File: config.mk
export PLATFORM = sky130hd
export DESIGN_NAME = serial_frame_receiver
export DESIGN_NICKNAME = d
export VERILOG_FILES = /design/src/rtl/srx_pkg.sv /design/src/rtl/serial_frame_receiver.sv
export SDC_FILE = /design/constraint.sdc
export NUM_CORES = 1
export LEC_CHECK = 0
export ABC_CLOCK_PERIOD_IN_PS = 2550
export BUFFER_PORTS_ARGS = -buffer_cell sky130_fd_sc_hd__clkbuf_2
export CELL_PAD_IN_SITES_DETAIL_PLACEMENT = 1
export CELL_PAD_IN_SITES_GLOBAL_PLACEMENT = 1
export CORE_MARGIN = 2
export CORE_UTILIZATION = 38
export DETAILED_ROUTE_END_ITERATION = 16
export PLACE_DENSITY_LB_ADDON = 0.12
export REMOVE_ABC_BUFFERS = 1
export SYNTH_ARGS = -nofsm -noshare
export SYNTH_HDL_FRONTEND = slang
export SYNTH_SLANG_ARGS = --single-unit
File: constraint.sdc
create_clock -name i_clk -period 2.55 [get_ports i_clk]
set_input_delay 0.51 -clock i_clk [delete_from_list [all_inputs] [get_ports i_clk]]
set_output_delay 0.51 -clock i_clk [all_outputs]
set_load 0.005 [all_outputs]
File: src/rtl/srx_pkg.sv
// package for the serial frame receiver: status codes and field widths
// no dependencies; imported by serial_frame_receiver and tb_top
package srx_pkg;

    localparam int BYTE_W   = 8;
    localparam int STATUS_W = 3;
    localparam int ADDR_W   = 3;
    localparam int PDATA_W  = 32;

    // result status codes
    typedef enum logic [STATUS_W-1:0] {
        ST_HUNT    = 3'd0,
        ST_HEAD_OK = 3'd1,
        ST_LEN_OK  = 3'd2,
        ST_PAYLOAD = 3'd3,
        ST_GOOD    = 3'd4,
        ST_BAD     = 3'd5,
        ST_REJECT  = 3'd6
    } t_status;

    // register indexes on the configuration port
    localparam logic REG_HEAD_FIRST  = 1'b0;
    localparam logic REG_HEAD_SECOND = 1'b1;

endpackage

File: src/rtl/serial_frame_receiver.sv
// serial frame receiver: header hunt, length count, xor block check
// depends on srx_pkg
// a request passes the input register, then the result register, on its way to the result
// throughput: one byte per cycle while the result side does not stall; the frame state updates as a byte moves from
// the input register to the result register, in one pass of compare and xor logic
// a waiting result does not block the input register from taking one more byte
// reset (i_rst_n low, synchronous): both registers empty, hunting, headers zero
module serial_frame_receiver
    import srx_pkg::*;
(
    input  logic                i_clk,
    input  logic                i_rst_n,
    // byte input channel
    input  logic                i_data_valid,
    output logic                o_data_stall,
    input  logic [BYTE_W-1:0]   i_data_byte,
    // result channel
    output logic                o_res_valid,
    input  logic                i_res_stall,
    output logic [STATUS_W-1:0] o_status,
    output logic [BYTE_W-1:0]   o_payload_out,
    output logic                o_frame_last,
    // configuration port
    input  logic                psel,
    input  logic                penable,
    input  logic                pwrite,
    input  logic [ADDR_W-1:0]   paddr,
    input  logic [PDATA_W-1:0]  pwdata,
    output logic [PDATA_W-1:0]  prdata,
    output logic                pready
);

    typedef enum logic [1:0] {
        PH_HUNT  = 2'd0,
        PH_HEAD2 = 2'd1,
        PH_LEN   = 2'd2,
        PH_BODY  = 2'd3
    } t_phase;

    logic [BYTE_W-1:0]   r_head_first;
    logic [BYTE_W-1:0]   r_head_second;

    logic                r_in_valid;
    logic [BYTE_W-1:0]   r_in_byte;

    t_phase              r_phase,       n_phase;
    logic [BYTE_W-1:0]   r_bytes_left,  n_bytes_left;
    logic [BYTE_W-1:0]   r_running_xor, n_running_xor;

    logic                r_out_valid;
    t_status             r_out_status,  n_out_status;
    logic [BYTE_W-1:0]   r_out_payload, n_out_payload;
    logic                r_out_last,    n_out_last;

    logic                out_free;
    logic                advance;
    logic                cfg_write;
    logic [BYTE_W-1:0]   xor_next;

    // request flow between the two registers
    assign out_free     = ~r_out_valid | ~i_res_stall;
    assign advance      = r_in_valid & out_free;
    assign o_data_stall = r_in_valid & ~out_free;

    // configuration access
    assign cfg_write = psel & penable & pwrite & pready;
    assign pready    = 1'b1;

    always_comb begin
        prdata = '0;
        unique case (paddr[2])
            REG_HEAD_FIRST:  prdata[BYTE_W-1:0] = r_head_first;
            REG_HEAD_SECOND: prdata[BYTE_W-1:0] = r_head_second;
            default:         prdata = '0;
        endcase
    end

    always_ff @(posedge i_clk) begin
        if (!i_rst_n) begin
            r_head_first  <= '0;
            r_head_second <= '0;
        end else if (cfg_write) begin
            if (paddr[2] == REG_HEAD_SECOND) begin
                r_head_second <= pwdata[BYTE_W-1:0];
            end else begin
                r_head_first <= pwdata[BYTE_W-1:0];
            end
        end
    end

    // input register
    always_ff @(posedge i_clk) begin
        if (!i_rst_n) begin
            r_in_valid <= 1'b0;
        end else if (i_data_valid && !o_data_stall) begin
            r_in_valid <= 1'b1;
        end else if (advance) begin
            r_in_valid <= 1'b0;
        end
    end

    always_ff @(posedge i_clk) begin
        if (i_data_valid && !o_data_stall) begin
            r_in_byte <= i_data_byte;
        end
    end

    // frame state and result for the byte in the input register
    assign xor_next = r_running_xor ^ r_in_byte;

    always_comb begin
        n_phase       = r_phase;
        n_bytes_left  = r_bytes_left;
        n_running_xor = r_running_xor;
        n_out_status  = ST_HUNT;
        n_out_payload = '0;
        n_out_last    = 1'b0;
        unique case (r_phase)
            PH_HUNT: begin
                if (r_in_byte == r_head_first) begin
                    n_phase      = PH_HEAD2;
                    n_bytes_left = BYTE_W'(1);
                    n_out_status = ST_HEAD_OK;
                end
            end
            PH_HEAD2: begin
                n_bytes_left = BYTE_W'(1);
                if (r_in_byte == r_head_second) begin
                    n_phase      = PH_LEN;
                    n_out_status = ST_HEAD_OK;
                end else begin
                    n_phase       = PH_HUNT;
                    n_running_xor = '0;
                    n_out_status  = ST_REJECT;
                end
            end
            PH_LEN: begin
                n_running_xor = '0;
                if (r_in_byte > BYTE_W'(1)) begin
                    n_phase      = PH_BODY;
                    n_bytes_left = r_in_byte;
                    n_out_status = ST_LEN_OK;
                end else begin
                    n_phase      = PH_HUNT;
                    n_bytes_left = BYTE_W'(1);
                    n_out_status = ST_REJECT;
                end
            end
            PH_BODY: begin
                if (r_bytes_left <= BYTE_W'(1)) begin
                    // check byte closes the frame
                    n_out_status  = (xor_next == '0) ? ST_GOOD : ST_BAD;
                    n_out_last    = 1'b1;
                    n_phase       = PH_HUNT;
                    n_bytes_left  = BYTE_W'(1);
                    n_running_xor = '0;
                end else begin
                    n_running_xor = xor_next;
                    n_bytes_left  = r_bytes_left - BYTE_W'(1);
                    n_out_status  = ST_PAYLOAD;
                    n_out_payload = r_in_byte;
                end
            end
            default: begin
                n_phase = PH_HUNT;
            end
        endcase
    end

    // frame state and result register
    always_ff @(posedge i_clk) begin
        if (!i_rst_n) begin
            r_phase       <= PH_HUNT;
            r_bytes_left  <= BYTE_W'(1);
            r_running_xor <= '0;
            r_out_valid   <= 1'b0;
        end else begin
            if (advance) begin
                r_phase       <= n_phase;
                r_bytes_left  <= n_bytes_left;
                r_running_xor <= n_running_xor;
                r_out_status  <= n_out_status;
                r_out_payload <= n_out_payload;
                r_out_last    <= n_out_last;
                r_out_valid   <= 1'b1;
            end else if (out_free) begin
                r_out_valid <= 1'b0;
            end
        end
    end

    assign o_res_valid   = r_out_valid;
    assign o_status      = r_out_status;
    assign o_payload_out = r_out_payload;
    assign o_frame_last  = r_out_last;

    // checks
    a_last_matches_status: assert property (@(posedge i_clk) disable iff (!i_rst_n)
        r_out_valid |-> (r_out_last == ((r_out_status == ST_GOOD) ||
                                        (r_out_status == ST_BAD))))
        else $error("frame_last disagrees with status");

    a_payload_only_on_payload: assert property (@(posedge i_clk) disable iff (!i_rst_n)
        (r_out_valid && (r_out_status != ST_PAYLOAD)) |-> (r_out_payload == '0))
        else $error("payload byte outside payload status");

    a_body_count_nonzero: assert property (@(posedge i_clk) disable iff (!i_rst_n)
        (r_phase == PH_BODY) |-> (r_bytes_left != '0))
        else $error("byte counter empty in payload phase");

    a_hunt_after_frame: assert property (@(posedge i_clk) disable iff (!i_rst_n)
        (advance && n_out_last) |=> (r_phase == PH_HUNT))
        else $error("no return to hunting after frame end");

    a_stall_only_when_full: assert property (@(posedge i_clk) disable iff (!i_rst_n)
        o_data_stall |-> (r_in_valid && r_out_valid))
        else $error("input stalled with room in the result register");

endmodule

# After elaboration in Yosys (flattened, before gate mapping)

Cells that the tools add are included.

Logic and storage cells: 71
Flip-flop bits (word level): 56

Equality and inequality tests: 8
Add/subtract/negate cells: 1
Order comparisons: 2
Bitwise gates (word level): 11
Reductions and logical operators: 14
Multiplexer cells: 24

Operator list:

| kind                                                                              | count |
|---|---|
| 8-bit 2-to-1 mux                                                                  | 5 |
| 8-bit one-hot mux with 4 select lines                                             | 1 |
| 8-bit one-hot mux with 3 select lines                                             | 1 |
| 8-bit == test                                                                     | 2 |
| 8-bit one-hot mux with 2 select lines                                             | 1 |
| 3-bit one-hot mux with 4 select lines                                             | 1 |
| 3-bit 2-to-1 mux                                                                  | 3 |
| 8-bit by 1-bit greater-than comparator with 1-bit output (second input constant)  | 1 |
| 8-bit by 1-bit less-or-equal comparator with 1-bit output (second input constant) | 1 |
| 8-bit zero test                                                                   | 1 |
| 2-bit 2-to-1 mux                                                                  | 4 |
| 2-bit one-hot mux with 4 select lines                                             | 1 |
| 2-bit AND reduction                                                               | 4 |
| 8-bit by 1-bit subtractor with 8-bit output (second input constant)               | 1 |
| 8-bit XOR                                                                         | 1 |
| 1-bit 2-to-1 mux                                                                  | 7 |
| 2-bit != test (second input constant)                                             | 3 |
| 3-bit AND reduction                                                               | 2 |
| 1-bit inverter                                                                    | 5 |
| 1-bit bitwise AND                                                                 | 4 |
| 2-bit == test (second input constant)                                             | 2 |
| 2-bit nonzero test                                                                | 2 |
| 3-bit nonzero test                                                                | 1 |
| 2-bit by 1-bit == test with 1-bit output (second input constant)                  | 1 |
| 5 further kinds                                                                   | 5 |

# Logic depth before layout (Yosys ltp)

Word-level depth: 7
Depth in mapped cells: 8

# Worst setup path after synthesis

OpenSTA, ideal clock, no wires.

Path kind: flip-flop to flip-flop
From: register r_bytes_left[0]
To: register r_bytes_left[6]
Buffers on the path: 1
Data required time: 2.449 ns
Data arrival time: 1.745 ns
Cell stages (with the launch flop): 9
Setup slack: 0.704 ns
Clock period less this slack: 1.846 ns
Setup time: 0.101 ns
Cells stage by stage: dfxtp_1 > inv_1 > ha_1 > or2_2 > and3_1 > buf_2 > a21oi_1 > o21ai_0 > o41ai_1

Longest elaborated chain between the ends: 3
Elaborated cells between the ends (all ways): 4
Classes of those cells: add/sub (1); order compare (1); mux (2)

Ends and longest elaborated chain:

| item                                                                                                                     | RTL line                                                   | text |
|---|---|---|
| from (decl)                                                                                                              | serial_frame_receiver.sv:47                                | `logic [BYTE_W-1:0] r_bytes_left, n_bytes_left;` |
| from (signal assigned)                                                                                                   | serial_frame_receiver.sv:180                               | `r_bytes_left <= n_bytes_left;` |
| 8-bit by 1-bit subtractor with 8-bit output or 8-bit by 1-bit less-or-equal comparator with 1-bit output (tied branches) | serial_frame_receiver.sv:159, serial_frame_receiver.sv:150 |  |
| 8-bit 2-to-1 mux (*)                                                                                                     | serial_frame_receiver.sv:150                               | `if (r_bytes_left <= BYTE_W'(1)) begin` |
| 8-bit one-hot mux with 4 select lines (*)                                                                                | serial_frame_receiver.sv:118                               | `unique case (r_phase)` |

Every way passes the cells marked *; elsewhere a longest branch is shown, timed or not.
A chain may end at the register's enable or synchronous reset.

# Final worst setup path

From: register r_bytes_left[1]
To: register r_running_xor[0]

Longest elaborated chain between the ends: 3

Ends and longest elaborated chain:

| item                                                      | RTL line                     | text |
|---|---|---|
| 8-bit by 1-bit less-or-equal comparator with 1-bit output | serial_frame_receiver.sv:150 |  |
| 8-bit 2-to-1 mux                                          | serial_frame_receiver.sv:150 |  |
| 8-bit one-hot mux with 3 select lines                     | serial_frame_receiver.sv:118 |  |
| to (signal assigned)                                      | serial_frame_receiver.sv:181 | `r_running_xor <= n_running_xor;` |
| to (decl)                                                 | serial_frame_receiver.sv:48  | `logic [BYTE_W-1:0] r_running_xor, n_running_xor;` |

Every way passes these cells.

==> impl_metrics.toml <==
[placed_design]
gp_congestion = 0.771
detailedPlacementHpwl_um = 6290
portBuffers = 45

[sta]
maxSlewViolCount = 0
fmax_ghz = 0.470
final.setup_skew_ns = 0.00942
maxSlewHeadroom_pct = 53.6
worst_pin_slew_ns = 0.696
min_period_ns = 2.13
setup_total_negative_slack_ns = 0
final_hold_vio_count = 0
grt_setup_unrepaired = "no"
fin_crit_sh_pct = 83.5
finalSetupViolations = 0

[outcome]
outcome = "finished clean"

[global_routing]
globalRouteTotalUtil_pct = 19.6
grt_pass1_wl_um = 13500
first_global_vias = 2648
grt_start_max_net_pins = 24
initial_antenna_violation_count = 0
grt-ovfl-total = 0

[synth]
synth.yosys.seq_area_share_pct = 41.7
synth_cell_types = 54
async_reset_ff_share_pct = 0
synth.largest_area_cell = "dfxtp_1"
synth_top_cells_by_count = "46 x nand2_1, 36 x dfxtp_1, 25 x buf_4"
synth_top_flop_cell = "dfxtp_1"
yosys_warnings = 0
yosys.cell_count.top_type = "nand2_1"
syn-mean-instance-area_um2 = 9.16
synth.ff_latch_count = 56
synth_top_cells_by_area = "dfxtp_1 23%, edfxtp_1 19%, buf_4 5.9%"
post_synth_inst_count = 346
yosys.area.top_type_share_pct = 22.7
syn-cell-area_um2 = 3170
count_of_flip_flops_with_a_built_in_enable_after_synthesis = 20

[floorplanning]
die-height_um = 95.3
die_width_um = 95.3
initial_utilization_pct = 39.0
boundaryPins = 97
placeableCoreArea_um2 = 8130
core.rowCount = 33
die-area_um2 = 9090

[min_path]
min_path_type = "in2reg"

[power]
irDropWorstVdd_v = 0.000211
power.leakage_nw = 1.47
post-layout-total-power_mw = 1.73
power.density_cell_area_nw_per_um2 = 486

[cells_and_area]
finish.net_count = 443
multi_input_area_um2 = 1630
fillers = 967
antenna_cells = 0
seq_area_um2 = 1320
layout-drive-gt1-share_pct = 21.9
synthToLayoutAreaGrowth_pct = 12.0

[clock_tree]
cts_inserted_buffers = 5
post-cts-setup-buffer-count = 0
cts.clk_slew.worst_paths_ns = 0.11
clock_tree.root_cell = "clkbuf_8"
post_cts_resized = 0
cts_num_sinks = 56
cts_hold_buffers = 0
cts_tree = "done"
cts_max_level = 2
worst_skew_pair.late_latency_ns = 0.32
clockBufferDepth = 2

[critical_path]
setup.worst_path.start_class = "flip-flop"
required_ns = 2.80
crit_chain = "inv_1 -> ha_1 -> or2_2 -> a31oi_4 -> buf_4 -> and3_1 -> o21ai_0 -> a31oi_1"
critPathCaptureType = "flip-flop"
slowest_delay_ns = 0.45
criticalPathCategory = "reg2reg"
critical-path-slowest-cell = "dfxtp_1"
crit_fanout = 11
arrival_ns = 2.38

[run]
maxCapViolCount = 0

[routing]
route.antenna.remaining_nets = 0
first_iter_violations = 141
routed-via-count = 2580
drt_pass1_iterations = 4
route.detailed.vias_per_inst = 5.19
remaining_drc_errors = 0
wirelength_um = 8310
detail_route.wl_per_cell_um = 16.7
-- worst max-delay path: cells and delay by family (launching register included) --
kind / cells / cell delay [ns]
simple gates: 2 / 0.55
fa+ha+maj: 1 / 0.25
buf+inv: 2 / 0.33
compound gates: 3 / 0.49
flops: 1 / 0.45
-- final cells by class --
class	count	area share (%)
Clock buffer	6	2.04
Clock inverter	2	1.09
Inverter	7	0.740
Multi-Input combinational cell	262	45.9
Sequential cell	56	37.2
Tap cell	105	3.70
Timing Repair Buffer	59	9.30
-- cells by family (layout without fill, tap and decap cells) --
| family | Yosys count | in the layout | share of synthesized area [%] |
|---|---|---|---|
| and+or+nand+nor | 129 | 129 | 22.7 |
| AOI/OAI and AO/OA | 77 | 77 | 16.2 |
| DFF | 56 | 56 | 41.7 |
| buffers and inverters | 51 | 74 | 9.63 |
| xor gates and xnor gates | 20 | 20 | 5.52 |
| muxes | 9 | 9 | 3.31 |
| adders and majority gates | 2 | 2 | 0.789 |
| other | 2 | 25 | 0.237 |
-- sequential cells by signal, summed over array words and instances (netlist names) --
name           cells
r_phase            2
r_head_first       8
r_head_second      8
o_res_valid        1
o_frame_last       1
r_in_valid         1
r_in_byte          8
r_running_xor      8
o_payload_out      8
o_status           3
r_bytes_left       8
-- report_power, final --
group          switching [mW]  leakage [nW]  internal (mW)
clock                   0.317        0.0558          0.298
combinational          0.0853         0.931         0.0577
sequential             0.0256         0.486          0.942
total                   0.428          1.47           1.30
-- metal layers --
| metal | track usage [%] | vias up | wire (µm) |
|---|---|---|---|
| li1 | - | 1251 | - |
| met1 | 24.1 | 1252 | 3780 |
| met2 | 34.2 | 61 | 4050 |
| met3 | 3.40 | 16 | 310 |
| met4 | 7.49 | 0 | 172 |
| met5 | 0 | - | 0 |
-- placed cells by master (no fill, tap or decap), types with 2 or more instances in the layout --
cell	count
nor2b_1	18
and3_1	13
xor2_1	17
a21boi_0	16
o211ai_1	2
mux2_2	8
o22ai_1	6
nand3_1	3
nor2_1	9
buf_4	14
xnor2_1	3
nor4_2	4
clkbuf_8	5
nor4_1	6
conb_1	25
o41ai_1	2
dfxtp_1	36
a21oi_1	18
and2_1	7
nand2_1	46
clkbuf_2	45
edfxtp_1	20
nand4_1	3
ha_1	2
a31oi_1	8
nor3_1	7
a22oi_1	2
nand2b_1	3
inv_1	6
o21ai_0	14
-- metrics by stage --
stage               utilization (%)  instances  cell area (µm²)  hold slack, ns  worst slack [ns]
detailed placement             42.3        489             3440           0.489             0.422
global placement               42.3        489             3440           0.476             0.471
finish                         43.7        497             3550           0.353             0.420
floorplan                         -        325             2980           0.465             0.522
global route                   43.7        497             3550           0.333             0.267
CTS                            43.7        497             3550           0.343             0.409
-- worst paths after layout --
kind	startpoint	end	slack [ns]	cells after the start
worst min-delay path	i_data_byte[1]	r_in_byte[1]	0.35	1
worst max register to register	r_bytes_left[1]	r_running_xor[0]	0.42	8
worst max-delay path	r_bytes_left[1]	r_running_xor[0]	0.42	8
worst min register to register	r_head_first[6]	r_head_first[6]	0.50	2
No activity file was read; power rests on OpenSTA's default activity.
